[src/rsrt_pkg.sv]
// shared types and constants of the retransmission table
`default_nettype none

package rsrt_pkg;

  // input operation codes
  typedef enum logic [1:0] {
    OP_SEND = 2'd0,
    OP_TICK = 2'd1,
    OP_ACK  = 2'd2,
    OP_NONE = 2'd3
  } op_e;

  // result kinds
  typedef enum logic [2:0] {
    KIND_ACCEPTED    = 3'd0,
    KIND_TABLE_FULL  = 3'd1,
    KIND_RESEND_DUE  = 3'd2,
    KIND_DROPPED     = 3'd3,
    KIND_ACK_MATCHED = 3'd4,
    KIND_ACK_UNKNOWN = 3'd5,
    KIND_TICK_DONE   = 3'd6
  } kind_e;

  // configuration register indexes
  localparam logic CFG_ACK_TIMEOUT = 1'b0;
  localparam logic CFG_RETRY_LIMIT = 1'b1;

  localparam logic [15:0] ACK_TIMEOUT_RST = 16'd1000;
  localparam logic [7:0]  RETRY_LIMIT_RST = 8'd5;

  // one table entry as held in memory
  typedef struct packed {
    logic [15:0] ack;
    logic [15:0] tag;
    logic [15:0] timer;
    logic [7:0]  retries;
  } entry_t;

endpackage

`default_nettype wire

[src/rsrt_req_if.sv]
// request and result channel interfaces
`default_nettype none

interface rsrt_req_if;
  logic        valid;
  logic        ready;
  logic [1:0]  opcode;
  logic [15:0] packet_tag;
  logic [15:0] ack_number;
  logic [15:0] elapsed_ticks;

  modport source (output valid, opcode, packet_tag, ack_number, elapsed_ticks, input ready);
  modport sink (input valid, opcode, packet_tag, ack_number, elapsed_ticks, output ready);
endinterface

interface rsrt_rsp_if;
  logic        valid;
  logic        ready;
  logic [2:0]  result_kind;
  logic [15:0] result_ack;
  logic [15:0] result_tag;
  logic        last_flag;

  modport source (output valid, result_kind, result_ack, result_tag, last_flag, input ready);
  modport sink (input valid, result_kind, result_ack, result_tag, last_flag, output ready);
endinterface

`default_nettype wire

[src/rsrt_mem.sv]
// entry memory: one write port, one read port, registered read data
`default_nettype none

module rsrt_mem
  import rsrt_pkg::*;
#(
  parameter int DEPTH = 16,
  parameter int AW    = 4
) (
  input  wire logic          clk_i,
  input  wire logic          we_i,
  input  wire logic [AW-1:0] waddr_i,
  input  wire entry_t        wdata_i,
  input  wire logic          re_i,
  input  wire logic [AW-1:0] raddr_i,
  output entry_t             rdata_o
);

  entry_t mem_q [DEPTH];
  entry_t rdata_q;

  // write port
  always_ff @(posedge clk_i) begin
    if (we_i) begin
      mem_q[waddr_i] <= wdata_i;
    end
  end

  // read port, data held until the next read
  always_ff @(posedge clk_i) begin
    if (re_i) begin
      rdata_q <= mem_q[raddr_i];
    end
  end

  assign rdata_o = rdata_q;

endmodule

`default_nettype wire

[src/reliable_send_retry_table_unit.sv]
// Retransmission table for reliable sends, with its sequencer and result register.
//
// Items arrive on in_i (send, tick, ack) and results leave on out_o, both with
// valid/ready; a transfer happens when both are high. Registers ack_timeout
// (index 0) and retry_limit (index 1) are written through cfg_we_i/cfg_idx_i/
// cfg_data_i; the user must write them only while the block is idle, and the
// block itself does not enforce it. A send is answered in the cycle after its
// transfer. A tick or an ack walks the pending entries through the entry memory,
// one entry per cycle while no due entry of a tick waits on a full result
// register, compacting the table in place as entries are dropped or removed.
// The walk rate is set by the single read port of the memory and its registered
// read data. Every result of a tick also passes the one-deep result register.
// One item is processed at a time: in_i.ready is high only when the sequencer
// is idle and the result register is free or being drained.
// A stalled receiver holds the result register and pauses a tick walk at a due
// entry, with nothing lost. Reset empties the table, clears the ack id counter
// and loads the default register values; the memory itself is not cleared.
`default_nettype none

module reliable_send_retry_table_unit
  import rsrt_pkg::*;
#(
  parameter int TABLE_DEPTH = 16
) (
  input  wire logic        clk_i,
  input  wire logic        rst_ni,
  rsrt_req_if.sink         in_i,
  rsrt_rsp_if.source       out_o,
  input  wire logic        cfg_we_i,
  input  wire logic        cfg_idx_i,
  input  wire logic [15:0] cfg_data_i
);

  localparam int AW = (TABLE_DEPTH > 1) ? $clog2(TABLE_DEPTH) : 1;
  localparam int CW = $clog2(TABLE_DEPTH + 1);
  localparam logic [CW-1:0] FULL_COUNT = CW'(TABLE_DEPTH);

  typedef enum logic [3:0] {
    S_IDLE = 4'b0001,
    S_TICK = 4'b0010,
    S_ACK  = 4'b0100,
    S_DONE = 4'b1000
  } state_e;

  state_e        state_q, state_d;
  logic [15:0]   ack_timeout_q;
  logic [7:0]    retry_limit_q;
  logic [CW-1:0] count_q, count_d;
  logic [15:0]   next_ack_q, next_ack_d;
  logic [CW-1:0] rd_q, rd_d;
  logic [CW-1:0] wr_q, wr_d;
  logic          is_tick_q, is_tick_d;
  logic [15:0]   elapsed_q, elapsed_d;
  logic [15:0]   ackn_q, ackn_d;
  logic          found_q, found_d;
  logic [15:0]   found_tag_q, found_tag_d;

  logic          out_valid_q;
  kind_e         out_kind_q;
  logic [15:0]   out_ack_q;
  logic [15:0]   out_tag_q;
  logic          out_last_q;

  logic          slot_free;
  logic          accept;
  logic          emit;
  kind_e         emit_kind;
  logic [15:0]   emit_ack;
  logic [15:0]   emit_tag;
  logic          emit_last;

  logic          mem_we;
  logic [AW-1:0] mem_waddr;
  entry_t        mem_wdata;
  logic          mem_re;
  logic [AW-1:0] mem_raddr;
  entry_t        rdata;

  logic [16:0]   timer_sum;
  logic [15:0]   timer_new;
  logic [7:0]    retries_new;
  logic          due;
  logic          drop;
  logic          match;
  logic          last_entry;
  logic [CW-1:0] rd_next;

  rsrt_mem #(
    .DEPTH (TABLE_DEPTH),
    .AW    (AW)
  ) u_mem (
    .clk_i   (clk_i),
    .we_i    (mem_we),
    .waddr_i (mem_waddr),
    .wdata_i (mem_wdata),
    .re_i    (mem_re),
    .raddr_i (mem_raddr),
    .rdata_o (rdata)
  );

  assign slot_free = !out_valid_q || out_o.ready;
  assign in_i.ready = (state_q == S_IDLE) && slot_free;
  assign accept = in_i.valid && in_i.ready;

  // per-entry update for a tick, saturating timer and retry count
  assign timer_sum   = {1'b0, rdata.timer} + {1'b0, elapsed_q};
  assign timer_new   = timer_sum[16] ? 16'hFFFF : timer_sum[15:0];
  assign due         = timer_new >= ack_timeout_q;
  assign retries_new = (rdata.retries == 8'hFF) ? 8'hFF : rdata.retries + 8'd1;
  assign drop        = due && (retries_new >= retry_limit_q);
  assign match       = !found_q && (rdata.ack == ackn_q);
  assign rd_next     = rd_q + CW'(1);
  assign last_entry  = (rd_next == count_q);

  // sequencer
  always_comb begin
    state_d     = state_q;
    count_d     = count_q;
    next_ack_d  = next_ack_q;
    rd_d        = rd_q;
    wr_d        = wr_q;
    is_tick_d   = is_tick_q;
    elapsed_d   = elapsed_q;
    ackn_d      = ackn_q;
    found_d     = found_q;
    found_tag_d = found_tag_q;
    emit        = 1'b0;
    emit_kind   = KIND_TICK_DONE;
    emit_ack    = 16'd0;
    emit_tag    = 16'd0;
    emit_last   = 1'b0;
    mem_we      = 1'b0;
    mem_waddr   = wr_q[AW-1:0];
    mem_wdata   = rdata;
    mem_re      = 1'b0;
    mem_raddr   = rd_next[AW-1:0];

    unique case (state_q)
      S_IDLE: begin
        if (accept) begin
          elapsed_d   = in_i.elapsed_ticks;
          ackn_d      = in_i.ack_number;
          found_d     = 1'b0;
          found_tag_d = 16'd0;
          rd_d        = '0;
          wr_d        = '0;
          mem_raddr   = '0;
          unique case (op_e'(in_i.opcode)) inside
            OP_SEND: begin
              emit      = 1'b1;
              emit_last = 1'b1;
              if (count_q == FULL_COUNT) begin
                emit_kind = KIND_TABLE_FULL;
              end else begin
                emit_kind = KIND_ACCEPTED;
                emit_ack  = next_ack_q;
                emit_tag  = in_i.packet_tag;
                mem_we    = 1'b1;
                mem_waddr = count_q[AW-1:0];
                mem_wdata = '{ack: next_ack_q, tag: in_i.packet_tag,
                              timer: 16'd0, retries: 8'd0};
                count_d    = count_q + CW'(1);
                next_ack_d = next_ack_q + 16'd1;
              end
            end
            OP_TICK, OP_ACK: begin
              is_tick_d = (op_e'(in_i.opcode) == OP_TICK);
              if (count_q == '0) begin
                state_d = S_DONE;
              end else begin
                mem_re  = 1'b1;
                state_d = is_tick_d ? S_TICK : S_ACK;
              end
            end
            default: ;
          endcase
        end
      end

      S_TICK: begin
        if (!due || slot_free) begin
          if (due) begin
            emit      = 1'b1;
            emit_kind = drop ? KIND_DROPPED : KIND_RESEND_DUE;
            emit_ack  = rdata.ack;
            emit_tag  = rdata.tag;
          end
          if (!drop) begin
            mem_we    = 1'b1;
            mem_wdata = '{ack: rdata.ack, tag: rdata.tag,
                          timer: due ? 16'd0 : timer_new,
                          retries: due ? retries_new : rdata.retries};
            wr_d      = wr_q + CW'(1);
          end
          if (last_entry) begin
            state_d = S_DONE;
          end else begin
            mem_re = 1'b1;
            rd_d   = rd_next;
          end
        end
      end

      S_ACK: begin
        if (match) begin
          found_d     = 1'b1;
          found_tag_d = rdata.tag;
        end else begin
          mem_we = 1'b1;
          wr_d   = wr_q + CW'(1);
        end
        if (last_entry) begin
          state_d = S_DONE;
        end else begin
          mem_re = 1'b1;
          rd_d   = rd_next;
        end
      end

      S_DONE: begin
        if (slot_free) begin
          emit      = 1'b1;
          emit_last = 1'b1;
          if (is_tick_q) begin
            emit_kind = KIND_TICK_DONE;
          end else begin
            emit_kind = found_q ? KIND_ACK_MATCHED : KIND_ACK_UNKNOWN;
            emit_ack  = ackn_q;
            emit_tag  = found_tag_q;
          end
          count_d = wr_q;
          state_d = S_IDLE;
        end
      end

      default: state_d = S_IDLE;
    endcase
  end

  // control registers
  always_ff @(posedge clk_i or negedge rst_ni) begin
    if (!rst_ni) begin
      state_q     <= S_IDLE;
      count_q     <= '0;
      next_ack_q  <= 16'd0;
      rd_q        <= '0;
      wr_q        <= '0;
      is_tick_q   <= 1'b0;
      found_q     <= 1'b0;
      out_valid_q <= 1'b0;
    end else begin
      state_q   <= state_d;
      count_q   <= count_d;
      next_ack_q <= next_ack_d;
      rd_q      <= rd_d;
      wr_q      <= wr_d;
      is_tick_q <= is_tick_d;
      found_q   <= found_d;
      if (emit) begin
        out_valid_q <= 1'b1;
      end else if (out_o.ready) begin
        out_valid_q <= 1'b0;
      end
    end
  end

  // item payload and result register
  always_ff @(posedge clk_i) begin
    elapsed_q   <= elapsed_d;
    ackn_q      <= ackn_d;
    found_tag_q <= found_tag_d;
    if (emit) begin
      out_kind_q <= emit_kind;
      out_ack_q  <= emit_ack;
      out_tag_q  <= emit_tag;
      out_last_q <= emit_last;
    end
  end

  // configuration registers
  always_ff @(posedge clk_i or negedge rst_ni) begin
    if (!rst_ni) begin
      ack_timeout_q <= ACK_TIMEOUT_RST;
      retry_limit_q <= RETRY_LIMIT_RST;
    end else if (cfg_we_i) begin
      unique case (cfg_idx_i)
        CFG_ACK_TIMEOUT: ack_timeout_q <= cfg_data_i;
        CFG_RETRY_LIMIT: retry_limit_q <= cfg_data_i[7:0];
        default: ;
      endcase
    end
  end

  assign out_o.valid       = out_valid_q;
  assign out_o.result_kind = out_kind_q;
  assign out_o.result_ack  = out_ack_q;
  assign out_o.result_tag  = out_tag_q;
  assign out_o.last_flag   = out_last_q;

endmodule

`default_nettype wire
[src/flat_wrapper.sv]
// flat-port wrapper written by rule: the top's interface ports become plain ports
module reliable_send_retry_table_unit_flat import rsrt_pkg::*;
#(
  parameter int TABLE_DEPTH = 16
)
  (clk_i, rst_ni, cfg_we_i, cfg_idx_i, cfg_data_i, in_i_valid, in_i_opcode, in_i_packet_tag, in_i_ack_number, in_i_elapsed_ticks, in_i_ready, out_o_valid, out_o_result_kind, out_o_result_ack, out_o_result_tag, out_o_last_flag, out_o_ready);
  rsrt_req_if in_i_i ();
  rsrt_rsp_if out_o_i ();
  input  wire logic clk_i;
  input  wire logic rst_ni;
  input  wire logic cfg_we_i;
  input  wire logic cfg_idx_i;
  input  wire logic [15:0] cfg_data_i;
  input wire logic [$bits(in_i_i.valid)-1:0] in_i_valid;
  input wire logic [$bits(in_i_i.opcode)-1:0] in_i_opcode;
  input wire logic [$bits(in_i_i.packet_tag)-1:0] in_i_packet_tag;
  input wire logic [$bits(in_i_i.ack_number)-1:0] in_i_ack_number;
  input wire logic [$bits(in_i_i.elapsed_ticks)-1:0] in_i_elapsed_ticks;
  output wire logic [$bits(in_i_i.ready)-1:0] in_i_ready;
  output wire logic [$bits(out_o_i.valid)-1:0] out_o_valid;
  output wire logic [$bits(out_o_i.result_kind)-1:0] out_o_result_kind;
  output wire logic [$bits(out_o_i.result_ack)-1:0] out_o_result_ack;
  output wire logic [$bits(out_o_i.result_tag)-1:0] out_o_result_tag;
  output wire logic [$bits(out_o_i.last_flag)-1:0] out_o_last_flag;
  input wire logic [$bits(out_o_i.ready)-1:0] out_o_ready;
  assign in_i_i.valid = in_i_valid;
  assign in_i_i.opcode = in_i_opcode;
  assign in_i_i.packet_tag = in_i_packet_tag;
  assign in_i_i.ack_number = in_i_ack_number;
  assign in_i_i.elapsed_ticks = in_i_elapsed_ticks;
  assign in_i_ready = in_i_i.ready;
  assign out_o_valid = out_o_i.valid;
  assign out_o_result_kind = out_o_i.result_kind;
  assign out_o_result_ack = out_o_i.result_ack;
  assign out_o_result_tag = out_o_i.result_tag;
  assign out_o_last_flag = out_o_i.last_flag;
  assign out_o_i.ready = out_o_ready;
  reliable_send_retry_table_unit #(.TABLE_DEPTH(TABLE_DEPTH)) u_core (.clk_i(clk_i), .rst_ni(rst_ni), .in_i(in_i_i), .out_o(out_o_i), .cfg_we_i(cfg_we_i), .cfg_idx_i(cfg_idx_i), .cfg_data_i(cfg_data_i));
endmodule
[config.mk]
export PLATFORM = sky130hd
export DESIGN_NAME = reliable_send_retry_table_unit_flat
export DESIGN_NICKNAME = d
export VERILOG_FILES = /design/src/rsrt_pkg.sv /design/src/rsrt_req_if.sv /design/src/rsrt_mem.sv /design/src/reliable_send_retry_table_unit.sv /design/src/flat_wrapper.sv
export SDC_FILE = /design/constraint.sdc
export NUM_CORES = 2
export LEC_CHECK = 0
export ABC_AREA = 1
export BUFFER_PORTS_ARGS = -buffer_cell sky130_fd_sc_hd__clkbuf_2
export CAP_MARGIN = 20
export CORE_MARGIN = 2
export CORE_UTILIZATION = 45
export DETAILED_ROUTE_END_ITERATION = 8
export PLACE_DENSITY = 0.7
export SYNTH_ARGS = -nofsm -noshare
export SYNTH_HDL_FRONTEND = slang
export SYNTH_HIERARCHICAL = 1
export SYNTH_SLANG_ARGS = --single-unit
[constraint.sdc]
create_clock -name clk_i -period 13.4 [get_ports clk_i]
set_clock_uncertainty 0.2 [all_clocks]
set_input_delay 0 -clock clk_i [delete_from_list [all_inputs] [get_ports clk_i]]
set_output_delay 0 -clock clk_i [all_outputs]
set_load 0.01 [all_outputs]
==> summary.txt <==
Vias in the first global route -> 32402
Cells after Synth -> 4841
Commonest non-fill, non-tap cell in the layout -> nand2_1
H-tree Lvls -> 3
GRT Total Usage -> 21.55%
Grt total ovfl -> 0
R2r startpoint -> u_core/elapsed_q[0]
DP Worst Slack -> 6.747 ns
TritonCTS Buffers -> 109
Async SR Flop Fraction -> 5.647%
Synth Warn # -> 6
Max-cap viol count -> 0
Post-CTS sizing -> 0
Cell depth of the worst setup path -> 26
WL final -> 122.3 mm
Fin crit share -> 50.53%
Slew Limit Fails -> 0
Startpoint Class -> register
Starting Density -> 45.37%
Clk_lat worst skew -> 0.70 ns
RSZ-0062 raised after global routing -> no
Worst-path clk slew -> 0.06 ns
Pin count of the biggest net entering global routing -> 211
VDD IR-drop max -> 0.0002499 V
PortBufs -> 109
Most used DFF post-synth -> edfxtp_1
Status -> complete, no violations
Worst Path Buf+Inv -> 4
Flop-to-flop setup slack -> 6.63 ns
Normalized max-slew margin -> 24.83%
Detail Route Antenna Nets -> 0
R2R depth -> 26
Worst Tran Pin Value -> 1.128 ns
Die Ht -> 335.5 µm
Slowest stage cell, crit path -> nor2_4
Critical Path Start -> u_core/elapsed_q[0]
Maximum clock rate -> 0.1477 GHz
PD cells -> 209.7 nW/µm²
Hold Crit Class -> in2reg
Most frequent cells in the layout -> nand2_1, edfxtp_1, inv_1
CTS tree -> built
Register bit total from synthesis -> 1098
Die ar. -> 112600 µm²
Seq/Total Area, Yosys -> 66.06%
Worst r2r dst -> u_core/u_mem/mem_q[5][13]
Layout cells sized above 1 -> 8.183%
Root Buffer -> clkbuf_16
# DRC -> 0
Most used cell, CP -> nand2_1
Rows -> 121
CP top delay family -> simple AND/OR/NAND/NOR gates
I/O pins -> 110
CP endpoint -> u_core/u_mem/mem_q[5][13]
Net Count, Synth -> 4962
Layout area overhead -> 13.40%
HPWL Detailed -> 69.46 mm
Mean Syn Cell Area -> 10.22 µm²
CTS sink cnt -> 1098
WL/cell -> 18.61 µm
Netlist cell types -> 45
Crit Path Max Fanout -> 31
First-pass DRT Iterations -> 6
Layout net count -> 5183
CP max stage delay -> 0.91 ns
First-pass GRT wire length -> 187.1 mm
Vias per std cell -> 5.141
Fin. Hold Viols -> 0
Final Critical Period -> 6.772 ns
Critical Path RT -> 13.52 ns
Die width -> 335.5 µm
EDFF count, synth -> 1036
CP Capture Type -> register
Clock Path Buffers -> 3
Leak -> 23.94 nW
Initial antenna violation count -> 7
CP arrival -> 6.89 ns
Netlist Area Pre-Place -> 49460 µm²
Final setup margin -> 6.628 ns
DR iter-0 viols -> 3494
Setup TNS Final -> 0 ns
Final setup viols -> 0
Setup CP Type -> reg2reg
Core ar. -> 109000 µm²
Vias -> 33788
Gpl congestion -> 0.8712
## registers in the layout, indices dropped and copies added, names as in the netlist, 3 cells and up
signal,flops
u_core/ack_timeout_q,16
u_core/ackn_q,16
u_core/count_q,5
u_core/elapsed_q,16
u_core/found_tag_q,16
u_core/next_ack_q,16
u_core/out_o.result_ack,16
u_core/out_o.result_kind,3
u_core/out_o.result_tag,16
u_core/rd_q,5
u_core/retry_limit_q,8
u_core/state_q,4
u_core/u_mem/mem_q,896
u_core/u_mem/rdata_o,56
u_core/wr_q,5
## report_power, final
| part | internal [mW] | switching (mW) | total, mW |
|---|---|---|---|
| registers | 4.54 | 0.116 | 4.65 |
| logic | 1.08 | 2.96 | 4.04 |
| clock network | 1.75 | 1.32 | 3.06 |
## synth_stat cells (2+ instances only)
library cell     n  area (µm²)
nand4_1         10       62.56
o21bai_1         4       30.03
nand2_2          4       25.02
o221ai_1         5       43.79
nor2_1          94       352.8
o21ai_0         66       330.3
dfrtp_1         53        1326
inv_2           11       41.29
buf_1           16       60.06
buf_4           27       202.7
buf_2           90       450.4
nor2_2           5       31.28
o21ai_1          3       15.01
nand2_1       1544        5796
nor2_8           2       40.04
nand3_2          2       20.02
nand3b_1         3       22.52
nor4_1           2       12.51
o21a_1           2       15.01
edfxtp_1      1036       31110
o211ai_1        27       202.7
xnor2_1         21       183.9
a21oi_1         36       180.2
o22ai_1          7       43.79
a31oi_1          2       12.51
dfstp_2          9       236.5
nand3_1        759        3799
ha_1            48       600.6
clkbuf_1        24       90.09
o21ai_2          3       26.28
or2_2            3       18.77
xor2_1          21       183.9
nor3_1           8       40.04
inv_1          829        3112
nor2_4           3       33.78
buf_6           53       596.8
## how the worst min path moves through the flow
stage	start	end	slack [ns]	depth (start not counted)
after floorplan	rst_ni	u_core/ack_timeout_q[0]	-0.50	0
after global placement	in_i_ack_number[6]	u_core/ackn_q[6]	-0.02	1
after detailed placement	in_i_ack_number[6]	u_core/ackn_q[6]	-0.02	1
after CTS	in_i_packet_tag[6]	u_core/out_o.result_tag[6]	0.008	4
after global routing	in_i_packet_tag[6]	u_core/out_o.result_tag[6]	0.06	4
final	in_i_packet_tag[10]	u_core/out_o.result_tag[10]	0.05	4
## kinds of logic after synthesis
kind of cell	count (synthesis)	synth area share (%)
buffers and inverters	1053	9.267
xor gates and xnor gates	42	0.7438
adders and majority gates	49	1.255
AOI/OAI and AO/OA	157	1.870
and+or+nand+nor	2442	20.80
DFF	1098	66.06
## repair_timing
| action | 4_1_cts | 5_1_grt |
|---|---|---|
| setup buffers | 0 | 0 |
| hold buffers | 138 | 0 |
| endpoints found under the hold margin | 409 | 0 |
## routing by layer
metal / global-route usage, % / part of all wire, %
met1: 29.08 / 42
met2: 35.17 / 47
met3: 3.927 / 8.6
met4: 7.251 / 2.8
met5: 0 / 0.038
## worst register-to-register path, delay by kind of cell, from the launching register on
family                   cells  cell delay [ns]
flip-flops                   1             0.38
adder cells (fa/ha/maj)      3             0.96
AO/OA/AOI/OAI                3             0.50
AND/OR/NAND/NOR             16             3.31
buffers and inverters        4             1.01
## layout make-up
type	instances	area, µm²
clock buffers	127	2816
inverters	842	3184
diodes	1	2.502
clock inverters	79	784.5
flip-flops and latches	1098	32670
fillers	9273	52920
well taps	1414	1769
multi-input cells	2690	12360
repair buffers	321	2489
## per-stage QoR
step	util, %	cells	area [µm²]	power (mW)	hold slack [ns]
2_1_floorplan	-	4841	49460	7.623	-0.4956
3_3_place_gp	46.77	6212	50980	8.576	-0.02248
3_5_place_dp	46.78	6214	50990	8.658	-0.02137
4_1_cts	51.35	6558	55980	11.77	0.007634
5_1_grt	51.45	6571	56080	12.43	0.05916
6_report	51.45	6572	56080	11.76	0.04634
(Power assumes the default switching activity.)
